===== src/hdl/pge_pkg.sv =====
`timescale 1ns / 1ps
// Shared types, constants and helpers for the packed glyph pixel expander.
// Used by the front, queue, back and top-level modules; depends on nothing.
package pge_pkg;

  localparam int COORD_WIDTH = 16;
  localparam int QDepth = 4;
  localparam int QAw = $clog2(QDepth);

  localparam logic OP_HEADER = 1'b0;
  localparam logic OP_BYTE   = 1'b1;

  typedef logic [COORD_WIDTH-1:0] coord_t;

  typedef struct packed {
    logic        is_hdr;
    coord_t      org_x;
    coord_t      org_y;
    logic [7:0]  w;
    logic [15:0] area;
    logic [15:0] color;
    logic        draw_en;
    logic [7:0]  data;
  } job_t;

  typedef struct packed {
    logic [15:0] x;
    logic [15:0] y;
    logic [15:0] color;
    logic        last;
  } pixel_t;

  function automatic logic [15:0] to_out16(coord_t v);
    return 16'($signed(v));
  endfunction

endpackage


===== src/hdl/pge_front.sv =====
`timescale 1ns / 1ps
// Front end: keeps the pen position and turns each accepted beat into a job.
// Depends on pge_pkg.
module pge_front (
  input  logic                clk_i,
  input  logic                rst_ni,
  input  logic                fire_i,
  input  logic                opcode_i,
  input  logic                new_string_i,
  input  logic signed [15:0]  pen_x_i,
  input  logic signed [15:0]  pen_y_i,
  input  logic [7:0]          glyph_width_i,
  input  logic [7:0]          glyph_height_i,
  input  logic signed [7:0]   x_offset_i,
  input  logic signed [7:0]   y_offset_i,
  input  logic [7:0]          x_advance_i,
  input  logic [7:0]          scale_i,
  input  logic [15:0]         text_color_i,
  input  logic [7:0]          bitmap_byte_i,
  output pge_pkg::job_t       job_o
);

  pge_pkg::coord_t pen_x_q, pen_x_d;
  pge_pkg::coord_t pen_y_q, pen_y_d;
  pge_pkg::coord_t base_x, base_y;
  logic [15:0]     advance;
  logic            is_hdr;

  always_comb begin
    is_hdr  = (opcode_i == pge_pkg::OP_HEADER);
    base_x  = new_string_i ? pge_pkg::coord_t'(pen_x_i) : pen_x_q;
    base_y  = new_string_i ? pge_pkg::coord_t'(pen_y_i) : pen_y_q;
    advance = 16'(x_advance_i) * 16'(scale_i);
    pen_x_d = pen_x_q;
    pen_y_d = pen_y_q;
    if (fire_i && is_hdr) begin
      pen_x_d = base_x + pge_pkg::coord_t'(advance);
      pen_y_d = base_y;
    end
  end

  always_comb begin
    job_o.is_hdr  = is_hdr;
    job_o.org_x   = base_x + pge_pkg::coord_t'(x_offset_i);
    job_o.org_y   = base_y + pge_pkg::coord_t'(y_offset_i);
    job_o.w       = glyph_width_i;
    job_o.area    = 16'(glyph_width_i) * 16'(glyph_height_i);
    job_o.color   = text_color_i;
    job_o.draw_en = (scale_i == 8'd1);
    job_o.data    = bitmap_byte_i;
  end

  always_ff @(posedge clk_i or negedge rst_ni) begin
    if (!rst_ni) begin
      pen_x_q <= '0;
      pen_y_q <= '0;
    end else begin
      pen_x_q <= pen_x_d;
      pen_y_q <= pen_y_d;
    end
  end

endmodule


===== src/hdl/pge_queue.sv =====
`timescale 1ns / 1ps
// Short job queue that decouples the front end from the pixel back end.
// Depends on pge_pkg.
module pge_queue (
  input  logic          clk_i,
  input  logic          rst_ni,
  input  logic          wr_i,
  input  pge_pkg::job_t wr_data_i,
  output logic          full_o,
  input  logic          rd_i,
  output pge_pkg::job_t rd_data_o,
  output logic          empty_o
);

  pge_pkg::job_t            mem_q [pge_pkg::QDepth];
  logic [pge_pkg::QAw-1:0]  wr_ptr_q, rd_ptr_q;
  logic [pge_pkg::QAw:0]    cnt_q, cnt_d;
  logic                     do_wr, do_rd;

  assign full_o    = (cnt_q == (pge_pkg::QAw+1)'(pge_pkg::QDepth));
  assign empty_o   = (cnt_q == '0);
  assign do_wr     = wr_i && !full_o;
  assign do_rd     = rd_i && !empty_o;
  assign rd_data_o = mem_q[rd_ptr_q];

  always_comb begin
    cnt_d = cnt_q;
    if (do_wr && !do_rd) begin
      cnt_d = cnt_q + 1'b1;
    end else if (do_rd && !do_wr) begin
      cnt_d = cnt_q - 1'b1;
    end
  end

  always_ff @(posedge clk_i) begin
    if (do_wr) begin
      mem_q[wr_ptr_q] <= wr_data_i;
    end
  end

  always_ff @(posedge clk_i or negedge rst_ni) begin
    if (!rst_ni) begin
      wr_ptr_q <= '0;
      rd_ptr_q <= '0;
      cnt_q    <= '0;
    end else begin
      if (do_wr) begin
        wr_ptr_q <= wr_ptr_q + 1'b1;
      end
      if (do_rd) begin
        rd_ptr_q <= rd_ptr_q + 1'b1;
      end
      cnt_q <= cnt_d;
    end
  end

  a_cnt_bound: assert property (@(posedge clk_i) disable iff (!rst_ni)
    cnt_q <= (pge_pkg::QAw+1)'(pge_pkg::QDepth))
    else $error("job queue count exceeds depth");

endmodule


===== src/hdl/pge_back.sv =====
`timescale 1ns / 1ps
// Back end: applies glyph headers and steps through bitmap bytes one bit per
// cycle, stalling on a full two-entry pixel output buffer. Depends on pge_pkg.
module pge_back (
  input  logic          clk_i,
  input  logic          rst_ni,
  input  logic          q_empty_i,
  input  pge_pkg::job_t q_data_i,
  output logic          q_rd_o,
  input  logic          pop_i,
  output logic          empty_o,
  output pge_pkg::pixel_t pix_o
);

  logic            active_q, active_d;
  logic [2:0]      idx_q, idx_d;
  logic [7:0]      emit_q, emit_d;
  logic            draw_en_q, draw_en_d;
  logic [7:0]      col_q, col_d;
  logic [7:0]      row_q, row_d;
  logic [15:0]     left_q, left_d;
  pge_pkg::coord_t org_x_q, org_x_d;
  pge_pkg::coord_t org_y_q, org_y_d;
  logic [7:0]      w_q, w_d;
  logic [15:0]     color_q, color_d;
  logic [7:0]      valid;

  pge_pkg::pixel_t ob_q [2];
  logic [1:0]      ob_cnt_q;
  logic            ob_wr_q, ob_rd_q;
  logic            pop_fire, can_push, emit_now, step, finish, push;
  pge_pkg::pixel_t pix_new;

  always_comb begin
    pop_fire = pop_i && (ob_cnt_q != 2'd0);
    can_push = (ob_cnt_q != 2'd2) || pop_fire;
    emit_now = emit_q[7];
    step     = active_q && (!emit_now || can_push);
    finish   = step && (idx_q == 3'd7);
    push     = step && emit_now;
    q_rd_o   = !q_empty_i && (!active_q || finish);
  end

  always_comb begin
    active_d  = active_q;
    idx_d     = idx_q;
    emit_d    = emit_q;
    draw_en_d = draw_en_q;
    col_d     = col_q;
    row_d     = row_q;
    left_d    = left_q;
    org_x_d   = org_x_q;
    org_y_d   = org_y_q;
    w_d       = w_q;
    color_d   = color_q;
    if (step) begin
      idx_d  = idx_q + 1'b1;
      emit_d = {emit_q[6:0], 1'b0};
      if (left_q != 16'd0) begin
        left_d = left_q - 1'b1;
        if (({1'b0, col_q} + 9'd1) >= {1'b0, w_q}) begin
          col_d = '0;
          row_d = row_q + 1'b1;
        end else begin
          col_d = col_q + 1'b1;
        end
      end
      if (finish) begin
        active_d = 1'b0;
      end
    end
    for (int k = 0; k < 8; k++) begin
      valid[7-k] = (left_d > 16'(k));
    end
    if (q_rd_o) begin
      if (q_data_i.is_hdr) begin
        org_x_d   = q_data_i.org_x;
        org_y_d   = q_data_i.org_y;
        w_d       = q_data_i.w;
        color_d   = q_data_i.color;
        draw_en_d = q_data_i.draw_en;
        col_d     = '0;
        row_d     = '0;
        left_d    = q_data_i.area;
      end else begin
        active_d = 1'b1;
        idx_d    = '0;
        emit_d   = q_data_i.data & valid & {8{draw_en_q}};
      end
    end
  end

  always_comb begin
    pix_new.x     = pge_pkg::to_out16(org_x_q + pge_pkg::coord_t'(col_q));
    pix_new.y     = pge_pkg::to_out16(org_y_q + pge_pkg::coord_t'(row_q));
    pix_new.color = color_q;
    pix_new.last  = (emit_q[6:0] == 7'd0);
  end

  assign empty_o = (ob_cnt_q == 2'd0);
  assign pix_o   = ob_q[ob_rd_q];

  always_ff @(posedge clk_i) begin
    org_x_q <= org_x_d;
    org_y_q <= org_y_d;
    w_q     <= w_d;
    color_q <= color_d;
    if (push) begin
      ob_q[ob_wr_q] <= pix_new;
    end
  end

  always_ff @(posedge clk_i or negedge rst_ni) begin
    if (!rst_ni) begin
      active_q  <= 1'b0;
      idx_q     <= '0;
      emit_q    <= '0;
      draw_en_q <= 1'b0;
      col_q     <= '0;
      row_q     <= '0;
      left_q    <= '0;
      ob_cnt_q  <= '0;
      ob_wr_q   <= 1'b0;
      ob_rd_q   <= 1'b0;
    end else begin
      active_q  <= active_d;
      idx_q     <= idx_d;
      emit_q    <= emit_d;
      draw_en_q <= draw_en_d;
      col_q     <= col_d;
      row_q     <= row_d;
      left_q    <= left_d;
      if (push) begin
        ob_wr_q <= ~ob_wr_q;
      end
      if (pop_fire) begin
        ob_rd_q <= ~ob_rd_q;
      end
      ob_cnt_q <= ob_cnt_q + {1'b0, push} - {1'b0, pop_fire};
    end
  end

  a_ob_bound: assert property (@(posedge clk_i) disable iff (!rst_ni)
    ob_cnt_q <= 2'd2)
    else $error("output buffer count exceeds two");

  a_no_overrun: assert property (@(posedge clk_i) disable iff (!rst_ni)
    (push && ob_cnt_q == 2'd2) |-> pop_fire)
    else $error("pixel written into a full output buffer");

  a_idle_mask: assert property (@(posedge clk_i) disable iff (!rst_ni)
    !active_q |-> (emit_q == 8'd0))
    else $error("pending pixels left behind by a finished byte");

endmodule


===== src/hdl/packed_glyph_pixel_expander_core.sv =====
`timescale 1ns / 1ps
// Packed glyph pixel expander top level: front end, job queue and back end.
// Depends on pge_pkg, pge_front, pge_queue and pge_back.
// The back end applies a header beat as it reads it and steps through a bitmap
// byte one bit per cycle while the output buffer has room, so the bit stepper
// sets the rate. A byte's first pixel passes the queue, bit stepper and output
// buffer. Async reset clears the pen, glyph counters and all queues at once.
module packed_glyph_pixel_expander_core (
  input  logic               clk_i,
  input  logic               rst_ni,
  input  logic               push,
  output logic               full,
  input  logic               opcode_i,
  input  logic               new_string_i,
  input  logic signed [15:0] pen_x_i,
  input  logic signed [15:0] pen_y_i,
  input  logic [7:0]         glyph_width_i,
  input  logic [7:0]         glyph_height_i,
  input  logic signed [7:0]  x_offset_i,
  input  logic signed [7:0]  y_offset_i,
  input  logic [7:0]         x_advance_i,
  input  logic [7:0]         scale_i,
  input  logic [15:0]        text_color_i,
  input  logic [7:0]         bitmap_byte_i,
  output logic               empty,
  input  logic               pop,
  output logic signed [15:0] pixel_x_o,
  output logic signed [15:0] pixel_y_o,
  output logic [15:0]        pixel_color_o,
  output logic               last_of_run_o
);

  pge_pkg::job_t   job, q_job;
  pge_pkg::pixel_t pix;
  logic            fire, q_empty, q_rd;

  assign fire = push && !full;

  pge_front u_front (
    .clk_i          (clk_i),
    .rst_ni         (rst_ni),
    .fire_i         (fire),
    .opcode_i       (opcode_i),
    .new_string_i   (new_string_i),
    .pen_x_i        (pen_x_i),
    .pen_y_i        (pen_y_i),
    .glyph_width_i  (glyph_width_i),
    .glyph_height_i (glyph_height_i),
    .x_offset_i     (x_offset_i),
    .y_offset_i     (y_offset_i),
    .x_advance_i    (x_advance_i),
    .scale_i        (scale_i),
    .text_color_i   (text_color_i),
    .bitmap_byte_i  (bitmap_byte_i),
    .job_o          (job)
  );

  pge_queue u_queue (
    .clk_i     (clk_i),
    .rst_ni    (rst_ni),
    .wr_i      (push),
    .wr_data_i (job),
    .full_o    (full),
    .rd_i      (q_rd),
    .rd_data_o (q_job),
    .empty_o   (q_empty)
  );

  pge_back u_back (
    .clk_i     (clk_i),
    .rst_ni    (rst_ni),
    .q_empty_i (q_empty),
    .q_data_i  (q_job),
    .q_rd_o    (q_rd),
    .pop_i     (pop),
    .empty_o   (empty),
    .pix_o     (pix)
  );

  assign pixel_x_o     = pix.x;
  assign pixel_y_o     = pix.y;
  assign pixel_color_o = pix.color;
  assign last_of_run_o = pix.last;

endmodule

===== config.mk =====
export PLATFORM = sky130hd
export DESIGN_NAME = packed_glyph_pixel_expander_core
export DESIGN_NICKNAME = d
export VERILOG_FILES = /design/src/hdl/pge_pkg.sv /design/src/hdl/pge_front.sv /design/src/hdl/pge_queue.sv /design/src/hdl/pge_back.sv /design/src/hdl/packed_glyph_pixel_expander_core.sv
export SDC_FILE = /design/constraint.sdc
export NUM_CORES = 1
export LEC_CHECK = 0
export ABC_AREA = 1
export BUFFER_PORTS_ARGS = -buffer_cell sky130_fd_sc_hd__buf_2
export CORE_UTILIZATION = 54
export CTS_CLUSTER_SIZE = 20
export DETAILED_ROUTE_END_ITERATION = 7
export PLACE_DENSITY = 0.69
export SLEW_MARGIN = 20
export SYNTH_ARGS = -nofsm -noshare
export SYNTH_HDL_FRONTEND = slang
export SYNTH_SLANG_ARGS = --single-unit

===== constraint.sdc =====
create_clock -name clk_i -period 5.3 [get_ports clk_i]
set_input_delay 0 -clock clk_i [delete_from_list [all_inputs] [get_ports clk_i]]
set_output_delay 0 -clock clk_i [all_outputs]
set_load 0.02 [all_outputs]

==> results.md, run 1 <==
* Status: finished clean
* Clock share of power at 20.4%
* Sequential power share at around two fifths
* Place WS at between 0.8 and 0.9 ns
* Setup CP Type: reg -> reg
* Syn-to-layout area delta at 13.0%
* Crit-path max cell delay at 0.52 ns
* Setup violations, final at 0
* Net Sw Frac at between 30% and 40%
* CP startpoint: u_front.pen_x_q[4]
* Vias in the first global route at around 20000
* CTS max path bufs at 3
* Crit-path leading delay family: adder cells
* Dominant combinational cell family by area after synthesis: simple AND/OR/NAND/NOR gates
* Initial Utilization at about 55%
* Fillers at roughly 4300
* First-pass GRT wire length at a little over 100000 um
* Finished Layout Cells at between 3000 and 4000
* Grt ovf at 0
* Ys flop type: edfxtp_1
* Internal power at 11.5 mW
* CTS tree: yes
* Site Rows at 85
* Vias per cell at about 5.4
* CP max FO at 4
* HP Class: in -> reg
* Hold_ws at ~0.024 ns
* WP buf/inv at 3
* Crit. End Element: flop
* DRC Markers at 0
* F_max at around 220 MHz
* Most frequent cells in the layout: 556 x nand2_1, 482 x edfxtp_1, 397 x inv_1
* P_sw at ~7.4 mW
* CTS resizes at 0
* CP Data Arrival Time at between 4 and 5 ns
* Final setup margin at ~0.84 ns
* Synth Net Count at around 3200
* Pin count of the biggest net entering global routing at just over 90
* Fin. Hold Viols at 0
* EDFF count, synth at ~480
* Slew @ Worst Pin at approximately 1 ns
* Layout cells sized above 1 at between 10% and 20%
* CP cell instances: o21ai_0, fa_1, inv_1, fa_1, ha_1, inv_1, fa_1, fa_1, inv_1, a21oi_1, o21ai_0, nand3_1, nand4_1, nor2_1, o21ai_0, o21ai_0
* TritonRoute pass-1 iters at 5
* Crit path time final at roughly 4.5 ns
* Gr usage total at between 20% and 30%
* Initial antenna violation count at 7
* Async S/R FF share, synth at about 15%
* Logic pwr share at 41.2%
* #FFs+latches synth at 570
* Clk_lat worst skew at 0.60 ns
* Worst r2r dst: u_front.pen_x_q[15]
* Setup TNS at 0 ns
* Critical R2R Launch: u_front.pen_x_q[4]
* XOR/XNOR Fraction of Synth Area at roughly 2.9%
* RSZ-0062 raised after global routing: false
* Nets at 3377
* Slew Viols, Final at 0
* Post-synthesis mux area share at 0.262%
* Post-CTS Setup Repair Bufs at 0
* Clock Sinks at 570
* Total of max-cap violations at 0
* Crit path launch type: flop
* PD cells at approximately 560 nW/um2
* Tcrit/Tclk final at about 84%
* Die H at around 240 um
* Reg2Reg Depth at 16
* Crit. path cell count at 16
* Ports at roughly 160
* Slew HR at between 30 and 40%
* Leak at 14.6 nW
* Flop2flop setup slack at 0.84 ns
* CP Capture Point: u_front.pen_x_q[15]
* Post-DP HPWL at 43500 um
* Clock transition at path regs at around 0.06 ns
* CP max-delay cell: fa_1
* Placed Cells at between 3000 and 4000
* Synth Area in Simple Gates at 13.2%
* Die Area at 55900 um2
* Port Buffer Count at 160
* Avg Inst Size Synth at approximately 10 um2
* Maximum VDD drop at 335 uV
* CTS buffer count at 54
* Setup Skew at roughly 0.012 ns
* Post-Synthesis Cells at between 2000 and 3000
* Post-synthesis compound-gate area fraction at ~8.6%
* Root buffer selected by CTS: clkbuf_16
* Via count at between 20000 and 25000
* H-tree depth at 2
* Adder-cell share of the synthesized area at a little under an eighth
* Cell Area, Synth at slightly below 30000 um2
* Routed len/inst at 16.9 um
* Crit path required time at about 5.8 ns
* Core area at ~54000 um2
* Synth unique cells at 52
* Sequential area share after synthesis at between 50% and 60%
* Final ANT Viol Nets at 0
* RD Place Congestion at ~0.88
* Most common cell after layout, fill and taps aside: nand2_1
* Final wirelength at about 64000 um
* Yosys Warn Count at 0
* First-iteration detailed-routing DRC count at ~1400
* Die Wd at roughly 240 um
-- per-stage QoR --
stage / utilization, % / instance area, um2 / power (mW)
detailed placement: 57.5 / 31100 / 15.1
floorplan: - / 29700 / 12.9
finish: 62.0 / 33500 / 18.8
global placement: 57.5 / 31100 / 14.8
global route: 62.0 / 33500 / 20.2
CTS: 62.0 / 33500 / 19.0
-- Yosys cell counts (all sizes together), types with 5 or more instances --
library cell	instances	area (um2)
edfxtp	482	14500
a211oi	6	50.1
nand4	20	131
nor3	16	90.1
dfrtp	88	2200
ha	138	1730
a21boi	7	52.6
or2	5	31.3
xnor2	32	280
nand2	566	2170
mux2	6	67.6
a21oi	82	410
xor2	65	569
nand3	68	360
o21ai	279	1400
clkbuf	97	374
fa	91	1820
o22ai	74	463
nor2	274	1090
buf	23	130
inv	405	1520
a31oi	6	37.5
-- sequential cells by signal, indices dropped and copies added, names as in the netlist, 16 cells and up --
signal / count
u_front.pen_x_q: 16
u_back.org_x_q: 16
u_back.color_q: 16
u_queue.mem_q: 328
u_back.left_q: 16
u_back.org_y_q: 16
u_front.pen_y_q: 16
u_back.ob_q: 98
-- tightest hold or removal path, delay by kind of cell --
kind | cells | cell delay [ns]
buf+inv | 1 | 0.09
xor+xnor | 1 | 0.14
fa+ha+maj | 1 | 0.20
-- cell type report --
cell class              instances  area (um2)  share of cell area [%]
repair buffers                246        1620                    4.84
flip-flops and latches        570       16700                    49.8
well taps                     696         871                    2.60
clock inverters                32         283                   0.844
inverters                     405        1520                    4.54
multi-input cells            1761       11000                    32.9
clock buffers                  70        1510                    4.49
diodes                          6        15.0                  0.0448
-- cell families (layout without fill, tap and decap cells) --
logic type               after synthesis  after routing
buffers and inverters                525            753
other                                  0              6
AO/OA/AOI/OAI                        471            471
adder cells (fa/ha/maj)              229            229
multiplexers                           7              7
AND/OR/NAND/NOR                      957            957
XOR/XNOR                              97             97
flip-flops                           570            570
-- layer usage --
layer	GRT usage (%)	wire, um	vias up
met5	0	12	-
met4	6.38	1390	2
met3	3.25	3440	99
met2	39.2	30600	507
met1	31.8	28500	9824
li1	-	-	9857
-- worst min-delay path by stage --
stage / to / depth (start not counted) / slack [ns] / from
4_1_cts: u_queue.mem_q[1][53] / 3 / 0.0008 / y_offset_i[4]
2_1_floorplan: u_back.active_q / 0 / -0.30 / rst_ni
3_5_place_dp: u_back.ob_rd_q / 1 / 0.09 / rst_ni
5_1_grt: u_queue.mem_q[3][53] / 3 / 0.06 / y_offset_i[4]
3_3_place_gp: u_back.ob_rd_q / 1 / 0.09 / rst_ni
6_report: u_queue.mem_q[3][53] / 3 / 0.02 / y_offset_i[4]
-- timing repair --
| item | 4_1_cts | 5_1_grt |
|---|---|---|
| endpoints found under the hold margin | 221 | 0 |
| hold buffers | 64 | 0 |
| setup endpoints to repair | 0 | 0 |
-- power by group through the flow --
stage / clock (mW) / sequential [mW] / combinational [mW]
floorplan: 0 / 7.24 / 5.62
global placement: 0 / 7.28 / 7.49
detailed placement: 0 / 7.33 / 7.73
CTS: 3.90 / 7.25 / 7.81
global route: 4.08 / 7.35 / 8.81
finish: 3.84 / 7.25 / 7.76
(Power assumes the default switching activity.)
==> run 2: changes to the inputs <==
==> constraint.sdc (replaced) <==
create_clock -name clk_i -period 4.26 [get_ports clk_i]
set_input_delay 0 -clock clk_i [delete_from_list [all_inputs] [get_ports clk_i]]
set_output_delay 0 -clock clk_i [all_outputs]
set_load 0.02 [all_outputs]
==> run 2 against run 1 <==
  * Setup slack worse by 0.61 ns
  * Sequential cell count stayed put
  * Combinational power is 26% higher
  * Die area stayed put
  * Largest cell class unchanged
  * Largest power group unchanged
  * Cell area is 0.40% higher
  * Hold slack better by 0.0087 ns
  * First-iteration DRC count is 8.7% lower
  * Non-clock buffer count is 22 higher
  * Wire length is 0.50% higher
  * Critical path depth is 4 higher
  * Register-to-register slack worse by 0.61 ns
  * Clock skew is 0.0062 ns higher
  * Highest routed layer is now met4
==> results.md, run 2 (synthesis results as in run 1) <==
* Finished Layout Cells at 3802 (+0.42%)
* Footprint of the multi-input gates at 11000 um2 (+0.31%)
* Fin util at 62.3% (+0.25 points)
* Clk_lat worst skew at 0.60 ns (about the same)
* Layout cells sized above 1 at 11.6% (+0.88 points)
* Syn-to-layout area delta at 13.5%
* Setup Skew at 0.0180 ns (+0.00616 ns)
* CP max FO at 8 (+4)
* Leak at 14.7 nW (+0.56%)
* Tcrit/Tclk final at between 90% and 100%
* Register area at 16700 um2 (unchanged)
* CTS tree: yes
* Fin. Hold Viols at 0 (unchanged)
* Power Total at 23.5 mW (+25%)
* DRC Markers at 0 (unchanged)
* PD cells at 699 nW/um2 (+24%)
* Pin count of the biggest net entering global routing at 101 (+9.8%)
* Largest regs: u_queue.mem_q x328, u_back.ob_q x98
* Vias in the first global route at 20000 (-0.99%)
* Setup violations, final at 0 (unchanged)
* Most common cell after layout, fill and taps aside: nand2_1
* Final setup margin at 0.227 ns (-0.614 ns)
* Nets at 3398 (+0.62%)
* Gr usage total at 23.3% (-0.039 points)
* Status: finished clean
* Critical R2R Launch: u_front.pen_x_q[4]
* First-iteration detailed-routing DRC count at 1314 (-8.7%)
* Total of max-cap violations at 0 (unchanged)
* Die Area at 55900 um2 (unchanged)
* Crit path launch type: input port
* First-pass GRT wire length at 103000 um (-0.32%)
* Most frequent cells in the layout: 556 x nand2_1, 482 x edfxtp_1, 397 x inv_1
* Final wirelength at 64300 um (+0.50%)
* Hold EP: u_queue.mem_q[2][68]
* Initial antenna violation count at 7 (unchanged)
* TritonRoute pass-1 iters at 6 (+1)
* CP Data Arrival Time at 4.42 ns (-0.50 ns)
* Reg2Reg Depth at 19 (+3)
* Crit path required time at 4.65 ns (-1.11 ns)
* Maximum VDD drop at 479 uV (+43%)
* Finished Cell Area at 33600 um2 (+0.40%)
* Slew @ Worst Pin at 1.04 ns (+0.0342 ns)
* Routed len/inst at 16.9 um (about the same)
* Ports at 161 (unchanged)
* Core area at 54000 um2 (unchanged)
* RD Place Congestion at 0.920 (+4.8%)
* Crit path time final at 4.03 ns
* Fillers at 4312 (-0.74%)
* Biggest register: u_queue.mem_q
* Slew HR at 30.5% (-2.3 points)
* CTS buffer count at 53 (-1.9%)
* Die H at 236 um (unchanged)
* Placed Cells at 3637 (+0.64%)
* F_max at 248 MHz
* Place WS at -0.0571 ns (-0.931 ns)
* Final ANT Viol Nets at 0 (unchanged)
* Hold path cells at 3 (unchanged)
* Port Buffer Count at 160 (unchanged)
* Vias per cell at 5.35 (-0.22%)
* Clock Sinks at 570 (unchanged)
* Crit. End Element: flop
* HP Class: in -> reg
* Hold_ws at 0.0329 ns (+0.00870 ns)
* Worst r2r dst: u_front.pen_x_q[12]
* Die Wd at 236 um (unchanged)
* Post-DP HPWL at 43500 um (about the same)
* Slew Viols, Final at 0 (unchanged)
* Initial Utilization at 54.9% (unchanged)
* Largest register FFs at 328 (unchanged)
* HP Start: x_offset_i[3]
* RSZ-0062 raised after global routing: false
* Via count at 20300 (+0.20%)
* Clock transition at path regs at 0.06 ns (about the same)
* Root buffer selected by CTS: clkbuf_16
* Site Rows at 85 (unchanged)
* Area after DPL at 31300 um2 (+0.64%)
* CTS max path bufs at 3 (unchanged)
* Flop2flop setup slack at 0.23 ns (-0.61 ns)
* Setup TNS at 0 ns (unchanged)
* Setup CP Type: in -> reg
* Grt ovf at 0 (unchanged)
* H-tree depth at 2 (unchanged)
[run 2: routing by layer]
metal	global-route usage [%]	share of wire, %	up-vias
met2	38.8	48	496
met5	0	0	-
met4	6.45	2.1	0
met3	2.98	4.6	96
met1	32.2	46	9856
li1	-	-	9882
[run 2: how the worst max path moves through the flow]
stage / endpoint / slack (ns) / depth (start not counted) / startpoint
after detailed placement: u_front.pen_x_q[12] / -0.06 / 17 / u_front.pen_x_q[6]
final: u_queue.mem_q[3][39] / 0.23 / 20 / glyph_width_i[4]
after global placement: u_queue.mem_q[0][39] / 0.11 / 18 / glyph_width_i[0]
after floorplan: u_queue.mem_q[0][0] / -0.56 / 4 / u_queue.cnt_q[0]
after global routing: u_queue.mem_q[3][38] / 0.01 / 17 / glyph_width_i[1]
after CTS: u_front.pen_x_q[12] / 0.06 / 19 / u_front.pen_x_q[5]
[run 2: repair_timing]
item | in CTS | in global routing
gates resized for setup | 1 | 16
hold buffers | 62 | 0
setup endpoints to repair | 4 | 17
buffers inserted | 0 | 1
hold endpoints to repair | 225 | 0
pin swaps | 0 | 2
[run 2: layout make-up]
class                      count  area share [%]
antenna                        7          0.0521
clock buffer                  71            4.29
multi-input combinational   1761            32.8
inverter                     405            4.53
tap                          696            2.59
clock inverter                24           0.751
timing repair buffer         268            5.38
sequential                   570            49.6
[run 2: worst max-delay path, cell delays in order]
cell and delay [ns]:
dlygate4sd3_1 0.53, buf_2 0.17, buf_4 0.17, nand2_1 0.06
inv_1 0.05, fa_1 0.57, fa_1 0.44, fa_1 0.55
inv_1 0.06, fa_1 0.52, inv_1 0.06, ha_4 0.29
nand2_1 0.06, o21ai_0 0.17, a21oi_1 0.09, o21ai_1 0.17
nand2_1 0.06, nand2_1 0.06, a21oi_1 0.07, xnor2_1 0.27
[run 2: power by group]
group | total (mW) | internal (mW) | switching [mW]
combinational | 9.79 | 3.22 | 6.57
sequential | 9.07 | 8.41 | 0.659
clock | 4.64 | 2.68 | 1.97
total | 23.5 | 14.3 | 9.20
